--- config.mk ---
export PLATFORM = sky130hd
export DESIGN_NAME = modular_ring_alu
export DESIGN_NICKNAME = d
export VERILOG_FILES = /design/src/design/mra_pkg.sv /design/src/design/mra_reduce.sv /design/src/design/modular_ring_alu.sv
export SDC_FILE = /design/constraint.sdc
export NUM_CORES = 1
export LEC_CHECK = 0
export ABC_AREA = 1
export BUFFER_PORTS_ARGS = -buffer_cell sky130_fd_sc_hd__buf_4
export CORE_UTILIZATION = 35
export DETAILED_ROUTE_END_ITERATION = 10
export GPL_TIMING_DRIVEN = 0
export PLACE_DENSITY_LB_ADDON = 0.1
export SLEW_MARGIN = 20
export SYNTH_ARGS = -nofsm -noshare
export SYNTH_HDL_FRONTEND = slang
export SYNTH_SLANG_ARGS = --single-unit
--- constraint.sdc ---
create_clock -name clk -period 7.6 [get_ports clk]
set_clock_uncertainty 0.2 [all_clocks]
set_input_delay 0.76 -clock clk [delete_from_list [all_inputs] [get_ports clk]]
set_output_delay 0.76 -clock clk [all_outputs]
set_load 0.02 [all_outputs]
--- src/design/mra_pkg.sv ---
// Package of the modular ring ALU: operation kinds, sequencer states,
// reducer request and response structs and step counts. No dependencies.
`timescale 1ns / 1ps

package mra_pkg;

    localparam int unsigned WORD_W  = 16;
    localparam int unsigned PROD_W  = 2 * WORD_W;
    localparam int unsigned STEP_W  = 6;

    localparam logic [STEP_W-1:0] STEPS_OPERAND = STEP_W'(WORD_W);
    localparam logic [STEP_W-1:0] STEPS_PRODUCT = STEP_W'(PROD_W);

    localparam logic [WORD_W-1:0] MODULUS_RESET = 16'd7;

    typedef enum logic [3:0] {
        KIND_ADD = 4'd0,
        KIND_SUB = 4'd1,
        KIND_MUL = 4'd2,
        KIND_DIV = 4'd3,
        KIND_EQ  = 4'd4,
        KIND_NE  = 4'd5,
        KIND_LE  = 4'd6,
        KIND_GE  = 4'd7,
        KIND_LT  = 4'd8,
        KIND_GT  = 4'd9
    } kind_t;

    typedef enum logic [2:0] {
        ST_IDLE,
        ST_RED_A,
        ST_RED_B,
        ST_OPER,
        ST_SEARCH,
        ST_RED_P,
        ST_FINISH
    } state_t;

    typedef struct packed {
        logic              start;
        logic [PROD_W-1:0] value;
        logic [STEP_W-1:0] steps;
    } red_req_t;

    typedef struct packed {
        logic              done;
        logic [WORD_W-1:0] rem;
    } red_rsp_t;

endpackage

--- src/design/mra_reduce.sv ---
// Bit-serial modular reducer: shift-and-subtract remainder of a value
// modulo n, one bit per cycle, most significant bit first. Uses mra_pkg.
`timescale 1ns / 1ps

module mra_reduce
    import mra_pkg::*;
(
    input  logic              clk,
    input  logic              rst_n,
    input  logic [WORD_W-1:0] n,
    input  red_req_t          req,
    output red_rsp_t          rsp
);

    logic                busy_reg, busy_next;
    logic                done_reg, done_next;
    logic [STEP_W-1:0]   cnt_reg, cnt_next;
    logic [PROD_W-1:0]   shreg_reg, shreg_next;
    logic [WORD_W-1:0]   rem_reg, rem_next;
    logic [WORD_W:0]     trial;

    // The shifted remainder stays below 2n, so one subtract restores it.
    assign trial = {rem_reg, shreg_reg[PROD_W-1]};

    always_comb
    begin
        busy_next  = busy_reg;
        done_next  = 1'b0;
        cnt_next   = cnt_reg;
        shreg_next = shreg_reg;
        rem_next   = rem_reg;
        if (req.start)
        begin
            busy_next  = 1'b1;
            cnt_next   = req.steps;
            shreg_next = req.value;
            rem_next   = '0;
        end
        else if (busy_reg)
        begin
            shreg_next = {shreg_reg[PROD_W-2:0], 1'b0};
            cnt_next   = cnt_reg - 1'b1;
            if (trial >= {1'b0, n})
            begin
                rem_next = WORD_W'(trial - {1'b0, n});
            end
            else
            begin
                rem_next = trial[WORD_W-1:0];
            end
            if (cnt_reg == STEP_W'(1))
            begin
                busy_next = 1'b0;
                done_next = 1'b1;
            end
        end
    end

    always_ff @(posedge clk or negedge rst_n)
    begin
        if (!rst_n)
        begin
            busy_reg <= 1'b0;
            done_reg <= 1'b0;
            cnt_reg  <= '0;
        end
        else
        begin
            busy_reg <= busy_next;
            done_reg <= done_next;
            cnt_reg  <= cnt_next;
        end
    end

    always_ff @(posedge clk)
    begin
        shreg_reg <= shreg_next;
        rem_reg   <= rem_next;
    end

    assign rsp.done = done_reg;
    assign rsp.rem  = rem_reg;

endmodule

--- src/design/modular_ring_alu.sv ---
// Modular ring ALU: add, subtract, multiply, divide and compare modulo n.
// One item at a time: the next is accepted only after the sequencer has
// handed the last result to the output register and returned to idle.
// Reset (rst_n, asynchronous, active low) sets the modulus to 7 and empties
// the block. Depends on mra_pkg and mra_reduce.
`timescale 1ns / 1ps

module modular_ring_alu
    import mra_pkg::*;
(
    input  logic        clk,
    input  logic        rst_n,
    // Configuration: the modulus register.
    input  logic        cfg_we,
    input  logic [15:0] cfg_wdata,
    // Input items.
    input  logic        s_axis_tvalid,
    output logic        s_axis_tready,
    input  logic [31:0] s_axis_tdata,  // [15:0] left_value, [31:16] right_value
    input  logic [3:0]  s_axis_tuser,  // [3:0] kind
    // Result items.
    output logic        m_axis_tvalid,
    input  logic        m_axis_tready,
    output logic [15:0] m_axis_tdata,  // [15:0] result_value
    output logic [1:0]  m_axis_tuser   // [0] compare_true, [1] no_inverse
);

    // The modulus register. A stored value of zero acts as a modulus of one.
    logic [WORD_W-1:0] mod_reg;
    logic [WORD_W-1:0] n;

    always_ff @(posedge clk or negedge rst_n)
    begin
        if (!rst_n)
        begin
            mod_reg <= MODULUS_RESET;
        end
        else if (cfg_we)
        begin
            mod_reg <= cfg_wdata;
        end
    end

    assign n = (mod_reg == '0) ? WORD_W'(1) : mod_reg;

    // Sequencer and datapath registers.
    state_t            state_reg, state_next;
    kind_t             kind_reg, kind_next;
    logic [WORD_W-1:0] right_reg, right_next;
    logic [WORD_W-1:0] a_reg, a_next;
    logic [WORD_W-1:0] b_reg, b_next;
    logic [WORD_W-1:0] acc_reg, acc_next;
    logic [WORD_W-1:0] i_reg, i_next;
    logic [WORD_W-1:0] res_reg, res_next;
    logic              cmp_reg, cmp_next;
    logic              err_reg, err_next;

    // Output register, which frees the sequencer while a result waits.
    logic              out_valid_reg, out_valid_next;
    logic [WORD_W-1:0] out_data_reg, out_data_next;
    logic              out_cmp_reg, out_cmp_next;
    logic              out_err_reg, out_err_next;

    logic              in_accept;
    logic              out_free;
    red_req_t          red_req;
    red_rsp_t          red_rsp;

    // Shared multiplier: a times b for multiply, a times the inverse for divide.
    logic [WORD_W-1:0] mul_x;
    logic [PROD_W-1:0] product;

    // Shared compare-and-subtract for values known to be below 2n.
    logic [WORD_W:0]   cs_in;
    logic [WORD_W-1:0] cs_out;

    // The block takes a new item only while the sequencer is idle.
    assign s_axis_tready = (state_reg == ST_IDLE);

    assign in_accept = s_axis_tvalid && s_axis_tready;
    assign out_free  = !out_valid_reg || m_axis_tready;

    assign mul_x   = (state_reg == ST_SEARCH) ? i_reg : b_reg;
    assign product = a_reg * mul_x;

    always_comb
    begin
        if (state_reg == ST_SEARCH)
        begin
            cs_in = {1'b0, acc_reg} + {1'b0, b_reg};
        end
        else if (kind_reg == KIND_SUB)
        begin
            // n + a - b lies in 1 .. 2n-1 because a and b are already reduced.
            cs_in = {1'b0, n} + {1'b0, a_reg} - {1'b0, b_reg};
        end
        else
        begin
            cs_in = {1'b0, a_reg} + {1'b0, b_reg};
        end
    end

    assign cs_out = (cs_in >= {1'b0, n}) ? WORD_W'(cs_in - {1'b0, n}) : cs_in[WORD_W-1:0];

    mra_reduce u_reduce (
        .clk   (clk),
        .rst_n (rst_n),
        .n     (n),
        .req   (red_req),
        .rsp   (red_rsp)
    );

    // Next state.
    always_comb
    begin
        state_next = state_reg;
        unique case (state_reg)
            ST_IDLE:
            begin
                if (in_accept)
                begin
                    state_next = ST_RED_A;
                end
            end
            ST_RED_A:
            begin
                if (red_rsp.done)
                begin
                    state_next = ST_RED_B;
                end
            end
            ST_RED_B:
            begin
                if (red_rsp.done)
                begin
                    state_next = ST_OPER;
                end
            end
            ST_OPER:
            begin
                if (kind_reg == KIND_MUL)
                begin
                    state_next = ST_RED_P;
                end
                else if (kind_reg == KIND_DIV && n != WORD_W'(1))
                begin
                    state_next = ST_SEARCH;
                end
                else
                begin
                    state_next = ST_FINISH;
                end
            end
            ST_SEARCH:
            begin
                if (acc_reg == WORD_W'(1))
                begin
                    state_next = ST_RED_P;
                end
                else if (i_reg == n - 1'b1)
                begin
                    state_next = ST_FINISH;
                end
            end
            ST_RED_P:
            begin
                if (red_rsp.done)
                begin
                    state_next = ST_FINISH;
                end
            end
            ST_FINISH:
            begin
                if (out_free)
                begin
                    state_next = ST_IDLE;
                end
            end
            default:
            begin
                state_next = ST_IDLE;
            end
        endcase
    end

    // Datapath control and register updates.
    always_comb
    begin
        kind_next      = kind_reg;
        right_next     = right_reg;
        a_next         = a_reg;
        b_next         = b_reg;
        acc_next       = acc_reg;
        i_next         = i_reg;
        res_next       = res_reg;
        cmp_next       = cmp_reg;
        err_next       = err_reg;
        out_valid_next = out_valid_reg && !m_axis_tready;
        out_data_next  = out_data_reg;
        out_cmp_next   = out_cmp_reg;
        out_err_next   = out_err_reg;
        red_req.start  = 1'b0;
        red_req.value  = product;
        red_req.steps  = STEPS_PRODUCT;

        unique case (state_reg)
            ST_IDLE:
            begin
                if (in_accept)
                begin
                    kind_next     = kind_t'(s_axis_tuser);
                    right_next    = s_axis_tdata[31:16];
                    res_next      = '0;
                    cmp_next      = 1'b0;
                    err_next      = 1'b0;
                    // A 16-bit operand sits in the top half so 16 steps reduce it.
                    red_req.start = 1'b1;
                    red_req.value = {s_axis_tdata[15:0], WORD_W'(0)};
                    red_req.steps = STEPS_OPERAND;
                end
            end
            ST_RED_A:
            begin
                if (red_rsp.done)
                begin
                    a_next        = red_rsp.rem;
                    red_req.start = 1'b1;
                    red_req.value = {right_reg, WORD_W'(0)};
                    red_req.steps = STEPS_OPERAND;
                end
            end
            ST_RED_B:
            begin
                if (red_rsp.done)
                begin
                    b_next = red_rsp.rem;
                end
            end
            ST_OPER:
            begin
                unique case (kind_reg) inside
                    KIND_ADD, KIND_SUB:
                    begin
                        res_next = cs_out;
                    end
                    KIND_MUL:
                    begin
                        red_req.start = 1'b1;
                    end
                    KIND_DIV:
                    begin
                        // With a modulus of one the search range is empty.
                        if (n == WORD_W'(1))
                        begin
                            err_next = 1'b1;
                        end
                        acc_next = b_reg;
                        i_next   = WORD_W'(1);
                    end
                    KIND_EQ: cmp_next = (a_reg == b_reg);
                    KIND_NE: cmp_next = (a_reg != b_reg);
                    KIND_LE: cmp_next = (a_reg <= b_reg);
                    KIND_GE: cmp_next = (a_reg >= b_reg);
                    KIND_LT: cmp_next = (a_reg < b_reg);
                    KIND_GT: cmp_next = (a_reg > b_reg);
                    default:
                    begin
                        // Unused kinds give all-zero fields.
                        res_next = '0;
                    end
                endcase
            end
            ST_SEARCH:
            begin
                // acc holds b * i mod n for the current candidate i.
                if (acc_reg == WORD_W'(1))
                begin
                    red_req.start = 1'b1;
                end
                else if (i_reg == n - 1'b1)
                begin
                    err_next = 1'b1;
                end
                else
                begin
                    i_next   = i_reg + 1'b1;
                    acc_next = cs_out;
                end
            end
            ST_RED_P:
            begin
                if (red_rsp.done)
                begin
                    res_next = red_rsp.rem;
                end
            end
            ST_FINISH:
            begin
                if (out_free)
                begin
                    out_valid_next = 1'b1;
                    out_data_next  = res_reg;
                    out_cmp_next   = cmp_reg;
                    out_err_next   = err_reg;
                end
            end
            default:
            begin
                red_req.start = 1'b0;
            end
        endcase
    end

    always_ff @(posedge clk or negedge rst_n)
    begin
        if (!rst_n)
        begin
            state_reg     <= ST_IDLE;
            out_valid_reg <= 1'b0;
        end
        else
        begin
            state_reg     <= state_next;
            out_valid_reg <= out_valid_next;
        end
    end

    always_ff @(posedge clk)
    begin
        kind_reg     <= kind_next;
        right_reg    <= right_next;
        a_reg        <= a_next;
        b_reg        <= b_next;
        acc_reg      <= acc_next;
        i_reg        <= i_next;
        res_reg      <= res_next;
        cmp_reg      <= cmp_next;
        err_reg      <= err_next;
        out_data_reg <= out_data_next;
        out_cmp_reg  <= out_cmp_next;
        out_err_reg  <= out_err_next;
    end

    assign m_axis_tvalid = out_valid_reg;
    assign m_axis_tdata  = out_data_reg;
    assign m_axis_tuser  = {out_err_reg, out_cmp_reg};

endmodule

==> impl_metrics.yaml, run 1 <==
min_path:
  hold_depth: 1
  hold_class: "input pin to flop"
  whs_endpoint: "right_reg[12]"
  hp-start: "s_axis_tdata[28]"
sta:
  fin_tns_setup_ns: 0
  slew_headroom: 0.290
  worstMarginPinSlew_ns: 1.06
  fmax_ghz: 0.136
  final.period_utilization: 0.968
  timing_hold_violations_final: 0
  drv_slew: 0
  setup_viol: 0
  min_period_ns: 7.36
global_routing:
  grt_first_pass_wirelength_um: 124000
  grt_overflow: 0
  grt_pass1_vias: 20100
  antenna_found_initial: 3
  track_usage: 0.250
  grt_max_degree: 38
place:
  dp_cells: 3865
  place.gp.congestion: 0.931
  portBuffers: 76
  hpwlAfterDp_um: 67100
floorplanning:
  pin_count: 77
  die_h_um: 258
  fp.dieW_um: 258
  core_region_area_mm2: 0.0646
  initial_core_util: 0.355
  rows: 93
  dieArea_mm2: 0.0666
yosys:
  synth.most_common_cell: "nand2_1"
  synth_area_leaders: "edfxtp_1 20%, fa_1 19%, ha_1 11%"
  syn_nets: 3407
  ys_top_cells_by_count: "668 x nand2_1, 513 x inv_1, 279 x nor2_1"
  ys.flop_type: "edfxtp_1"
  yosysSeqAreaShare: 0.243
  avgSynthCellArea_um2: 7.83
  synth.distinct_cells: 63
  synth_top_cell_area_share: 0.199
  syn_area_mm2: 0.0230
  synth-seq-cells: 196
  ys_warn_count: 0
  synth_edf_count: 152
  synth_top_area_cell: "edfxtp_1"
  synthCells: 2930
  synth-async-reset-ratio: 0.143
power_and_ir_drop:
  clkPwrFrac: 0.291
  p_sw_frac: 0.384
  peakVddDrop_v: 0.000178
  leakagePower_nw: 12.5
  p_int_w: 0.00200
  p_sw_w: 0.00125
  combPwrFrac: 0.266
  p_per_area_mw_per_mm2: 126
  seqPwrFrac: 0.442
layout:
  fillers: 6799
  final_cells: 3915
  drive_above_1_share: 0.0941
  multi_input_area_mm2: 0.0153
  largest_reg_flops: 32
  fin_nets: 3524
  seq_area_mm2: 0.00559
  syn_to_final_growth_pct: 12.1
  antenna_cells: 0
outcome:
  outcome: "finished clean"
setup_path:
  regToRegSetupSlack_ns: 0.24
  r2r_start: "state_reg[2]"
  crit_start: "state_reg[2]"
  critPathRequiredTime_ns: 7.65
  worst_ep_arrival_time_ns: 7.41
  worst_setup_path_start_kind: "flop"
  criticalPathCategory: "flop to flop"
  endpoint_kind: "flop"
  r2r-end: "u_reduce.shreg_reg[18]"
  r2r_cells: 27
  cp_max_fo: 10
clock_network:
  cts_tree: "built"
  clkTransAtPathRegs_ns: 0.09
  cts_made_buffers: 17
  insertion_delay_ns: 0.50
  cts_root_buffer: "clkbuf_16"
  cts.htree.levels: 4
  clkSinkCount: 196
  cts_buffer_depth: 2
routing:
  wire_per_inst_um: 20.8
  drt_pass1_iterations: 7
  vias: 20100
  vias_per_cell: 5.13
  ant_nets: 0
  wl_um: 81500
  route.detailed.drc: 0
  drtIter0Drc: 1542
job:
  max_cap_violations: 0
## metrics by stage
| stage | area, um2 | hold WS, ns | setup WS [ns] | power [W] | utilization |
|---|---|---|---|---|---|
| floorplan | 23000 | 0.200 | 0.978 | 0.00194 | - |
| global placement | 24600 | 0.201 | -0.924 | 0.00229 | 0.381 |
| detailed placement | 24700 | 0.205 | -0.918 | 0.00229 | 0.382 |
| CTS | 25400 | 0.183 | 0.00417 | 0.00325 | 0.394 |
| global route | 25700 | 0.198 | -0.0255 | 0.00341 | 0.399 |
| finish | 25700 | 0.219 | 0.242 | 0.00325 | 0.399 |
## power groups by stage
stage          combinational (W)  clock [W]  sequential (W)
2_1_floorplan           0.000628          0         0.00131
3_3_place_gp            0.000840          0         0.00145
3_5_place_dp            0.000845          0         0.00145
4_1_cts                 0.000850   0.000972         0.00142
5_1_grt                 0.000971    0.00100         0.00143
6_report                0.000864   0.000946         0.00144
## cell usage in the layout (no fill, tap or decap), types with 17 or more instances in the layout
cell type and n:
buf_4 99, fa_1 214, clkbuf_1 28, nand2_1 664, nor3_1 32, nand3_1 173, o211ai_1 20, xor2_1 26
inv_1 508, clkbuf_16 17, nand2_2 25, nand4_1 39, ha_1 205, xnor2_1 32, o21ai_0 115, nor2_1 275
a21oi_1 137, o21bai_1 25, edfxtp_1 152, dfrtp_1 25
## cells by family (layout without fill, tap and decap cells)
family          Yosys count  after routing  share of synthesized area
compound gates          390            390                     0.0980
xor+xnor                 60             60                     0.0235
fa+ha+maj               420            420                      0.299
buf+inv                 600            729                      0.101
flops                   196            196                      0.243
simple gates           1264           1265                      0.235
## worst max-delay path, cell delays in order (launching register included)
cell and delay, ns:
dfrtp_1 0.36, buf_2 0.21, nand2_4 0.20, buf_4 0.23, buf_8 0.21, nand2_2 0.15
o21ai_4 0.16, clkbuf_8 0.25, nand2_1 0.09, fa_1 0.52, inv_1 0.05, fa_1 0.55
fa_1 0.44, fa_1 0.51, fa_1 0.50, inv_1 0.06, fa_1 0.63, inv_1 0.07
ha_1 0.39, nand2_1 0.20, inv_1 0.08, a21oi_2 0.17, inv_1 0.06, a21oi_1 0.16
o21ai_2 0.11, or2_2 0.29, nand3_1 0.11, a41oi_1 0.13
## metal layers
| layer | wire length (um) | global-route usage | up-vias |
|---|---|---|---|
| li1 | - | - | 9616 |
| met1 | 38300 | 0.354 | 9779 |
| met2 | 36700 | 0.395 | 623 |
| met3 | 4910 | 0.0380 | 64 |
| met4 | 1640 | 0.0672 | 0 |
| met5 | 0 | 0 | - |
## final cells by class
class	instances	share of cell area
multi-input cells	2135	0.593
flip-flops and latches	196	0.217
inverters	529	0.0778
well taps	855	0.0416
repair buffers	99	0.0308
clock buffers	18	0.0167
plain buffers	68	0.0163
clock inverters	14	0.00613
repair inverters	1	0.000292
## how the worst max path moves through the flow
| stage | endpoint | slack (ns) | cells past startpoint |
|---|---|---|---|
| 6_report | u_reduce.shreg_reg[18] | 0.24 | 27 |
| 5_1_grt | u_reduce.shreg_reg[18] | -0.03 | 28 |
| 4_1_cts | u_reduce.shreg_reg[26] | 0.004 | 25 |
| 3_5_place_dp | u_reduce.shreg_reg[31] | -0.92 | 26 |
| 3_3_place_gp | u_reduce.shreg_reg[31] | -0.92 | 26 |
| 2_1_floorplan | u_reduce.shreg_reg[23] | 0.98 | 27 |
## timing repair
action,4_1_cts,5_1_grt
cloned,0,2
pin swaps,0,8
endpoints found under the setup margin,21,17
setup buffers,3,15
endpoints found under the hold margin,25,0
resized for setup,49,56
hold buffers,1,0
(Power assumes the default switching activity.)
==> inputs of run 2 (changes only) <==
- CORE_UTILIZATION: 35 -> 50
==> run 2 against run 1 <==
Sequential cell count stayed put. Critical path depth is 2 lower. First-iteration DRC count is 27% higher. Highest routed layer unchanged. Worst hold slack worse by 0.21 ns. Die area is 30% lower. Non-clock buffer count is 7 lower. Via count is 1.7% higher. Sequential power hardly changed. Largest cell class unchanged.
==> impl_metrics.yaml, run 2 (synthesis gave the netlist of run 1 again) <==
global_routing:
  grt_pass1_vias: 20000
  grt_max_degree: 38
  grt_overflow: 0
  antenna_found_initial: 0
  track_usage: 0.334
  grt_first_pass_wirelength_um: 117000
setup_path:
  max_stage_delay_ns: 0.56
  path_buf_inv: 7
  critPathRequiredTime_ns: 7.61
  worst_setup_path_start_kind: "flop"
  worst_ep_arrival_time_ns: 7.42
  r2r_cells: 25
  slowest_stage: "fa_1"
  cp_max_fo: 10
  crit_cells: 25
  endpoint_kind: "flop"
  cpMostUsedCell: "fa_1"
  criticalPathCategory: "flop to flop"
  cp_top_family: "adder cells"
routing:
  wire_per_inst_um: 20.9
  vias_per_cell: 5.59
  ant_nets: 0
  drtIter0Drc: 1952
  vias: 20400
  route.detailed.drc: 0
  wl_um: 76300
  drt_pass1_iterations: 8
power_and_ir_drop:
  power_w: 0.00319
  seqPwrFrac: 0.444
  p_sw_frac: 0.370
  combPwrFrac: 0.266
  p_int_w: 0.00201
  leakagePower_nw: 12.4
  p_sw_w: 0.00118
  peakVddDrop_v: 0.000245
  clkPwrFrac: 0.290
  p_per_area_mw_per_mm2: 126
floorplanning:
  initial_core_util: 0.507
  die_h_um: 216
  pin_count: 77
  rows: 78
  dieArea_mm2: 0.0468
  core_region_area_mm2: 0.0453
  fp.dieW_um: 216
layout:
  drive_above_1_share: 0.0911
  largest_reg_flops: 32
  antenna_cells: 0
  mostFrequentLayoutCells: "666 x nand2_1, 509 x inv_1, 275 x nor2_1"
  fin_nets: 3516
  final_common_cell: "nand2_1"
  multi_input_area_mm2: 0.0152
  syn_to_final_growth_pct: 10.0
  seq_area_mm2: 0.00559
  fillers: 4372
sta:
  drv_slew: 0
  slew_headroom: 0.231
  final.period_utilization: 0.976
  setup_viol: 0
  worstMarginPinSlew_ns: 1.14
  fmax_ghz: 0.135
  fin_tns_setup_ns: 0
  timing_hold_violations_final: 0
  finalWorstSetupSlack_ns: 0.183
  min_period_ns: 7.42
place:
  place.gp.congestion: 1.02
  portBuffers: 76
  pre_cts_slack_ns: -0.726
  hpwlAfterDp_um: 62700
outcome:
  outcome: "finished clean"
clock_network:
  cts.htree.levels: 4
  cts_tree: "built"
  cts_root_buffer: "clkbuf_16"
  insertion_delay_ns: 0.47
  cts_made_buffers: 17
  clkSinkCount: 196
  clkTransAtPathRegs_ns: 0.08
  cts_buffer_depth: 2
job:
  max_cap_violations: 0
min_path:
  hold_class: "input pin to asynchronous set/reset pin"
run 2: routing by layer:
metal  GRT usage  up-vias  wire (um)
met5           0        -          0
met4       0.105        0       2190
met3      0.0641      110       7000
met2       0.493      878      32300
met1       0.491     9821      34800
li1            -     9618          -
run 2: layout make-up:
class / instances / share of cell area
Multi-Input combinational cell: 2134 / 0.603
Clock inverter: 14 / 0.00525
Sequential cell: 196 / 0.221
Tap cell: 600 / 0.0297
Timing Repair inverter: 1 / 0.000297
Buffer: 68 / 0.0154
Inverter: 529 / 0.0797
Clock buffer: 18 / 0.0178
Timing Repair Buffer: 92 / 0.0276
run 2: timing repair:
item / 4_1_cts / 5_1_grt
buffers inserted: 0 / 14
resized for setup: 37 / 59
setup endpoints to repair: 20 / 18
hold buffers: 0 / 0
pin swaps: 0 / 1
cloned: 0 / 1
run 2: stage by stage:
step / instances / instance area [um2] / utilization / hold slack (ns)
6_report: 3652 / 25300 / 0.558 / 0.0131
2_1_floorplan: 2930 / 23000 / - / 0.200
3_5_place_dp: 3608 / 24300 / 0.537 / 0.205
4_1_cts: 3637 / 25000 / 0.551 / 0.0113
3_3_place_gp: 3606 / 24300 / 0.536 / 0.200
5_1_grt: 3652 / 25300 / 0.558 / 0.0334
run 2: worst register-to-register path: cells and delay by family (launching register included):
family | cells | cell delay (ns)
adders and majority gates | 7 | 3.45
and+or+nand+nor | 6 | 1.08
buffers and inverters | 7 | 1.06
AOI/OAI and AO/OA | 5 | 1.01
DFF | 1 | 0.36
run 2: path summary, 6_finish.rpt:
check / from / end / slack, ns
setup / recovery: state_reg[1] / u_reduce.shreg_reg[18] / 0.18
hold / removal: rst_n / mod_reg[7] / 0.01
setup reg to reg: state_reg[1] / u_reduce.shreg_reg[18] / 0.18
hold reg to reg: res_reg[14] / m_axis_tdata[14] / 0.22
max in group asynchronous: rst_n / mod_reg[2] / 6.87
min in group clk: res_reg[14] / m_axis_tdata[14] / 0.22
run 2: power groups by stage:
stage | combinational (W) | sequential [W] | clock [W]
finish | 0.000850 | 0.00142 | 0.000924
global route | 0.000962 | 0.00141 | 0.000968
CTS | 0.000844 | 0.00140 | 0.000929
detailed placement | 0.000840 | 0.00143 | 0
global placement | 0.000830 | 0.00143 | 0
floorplan | 0.000628 | 0.00131 | 0
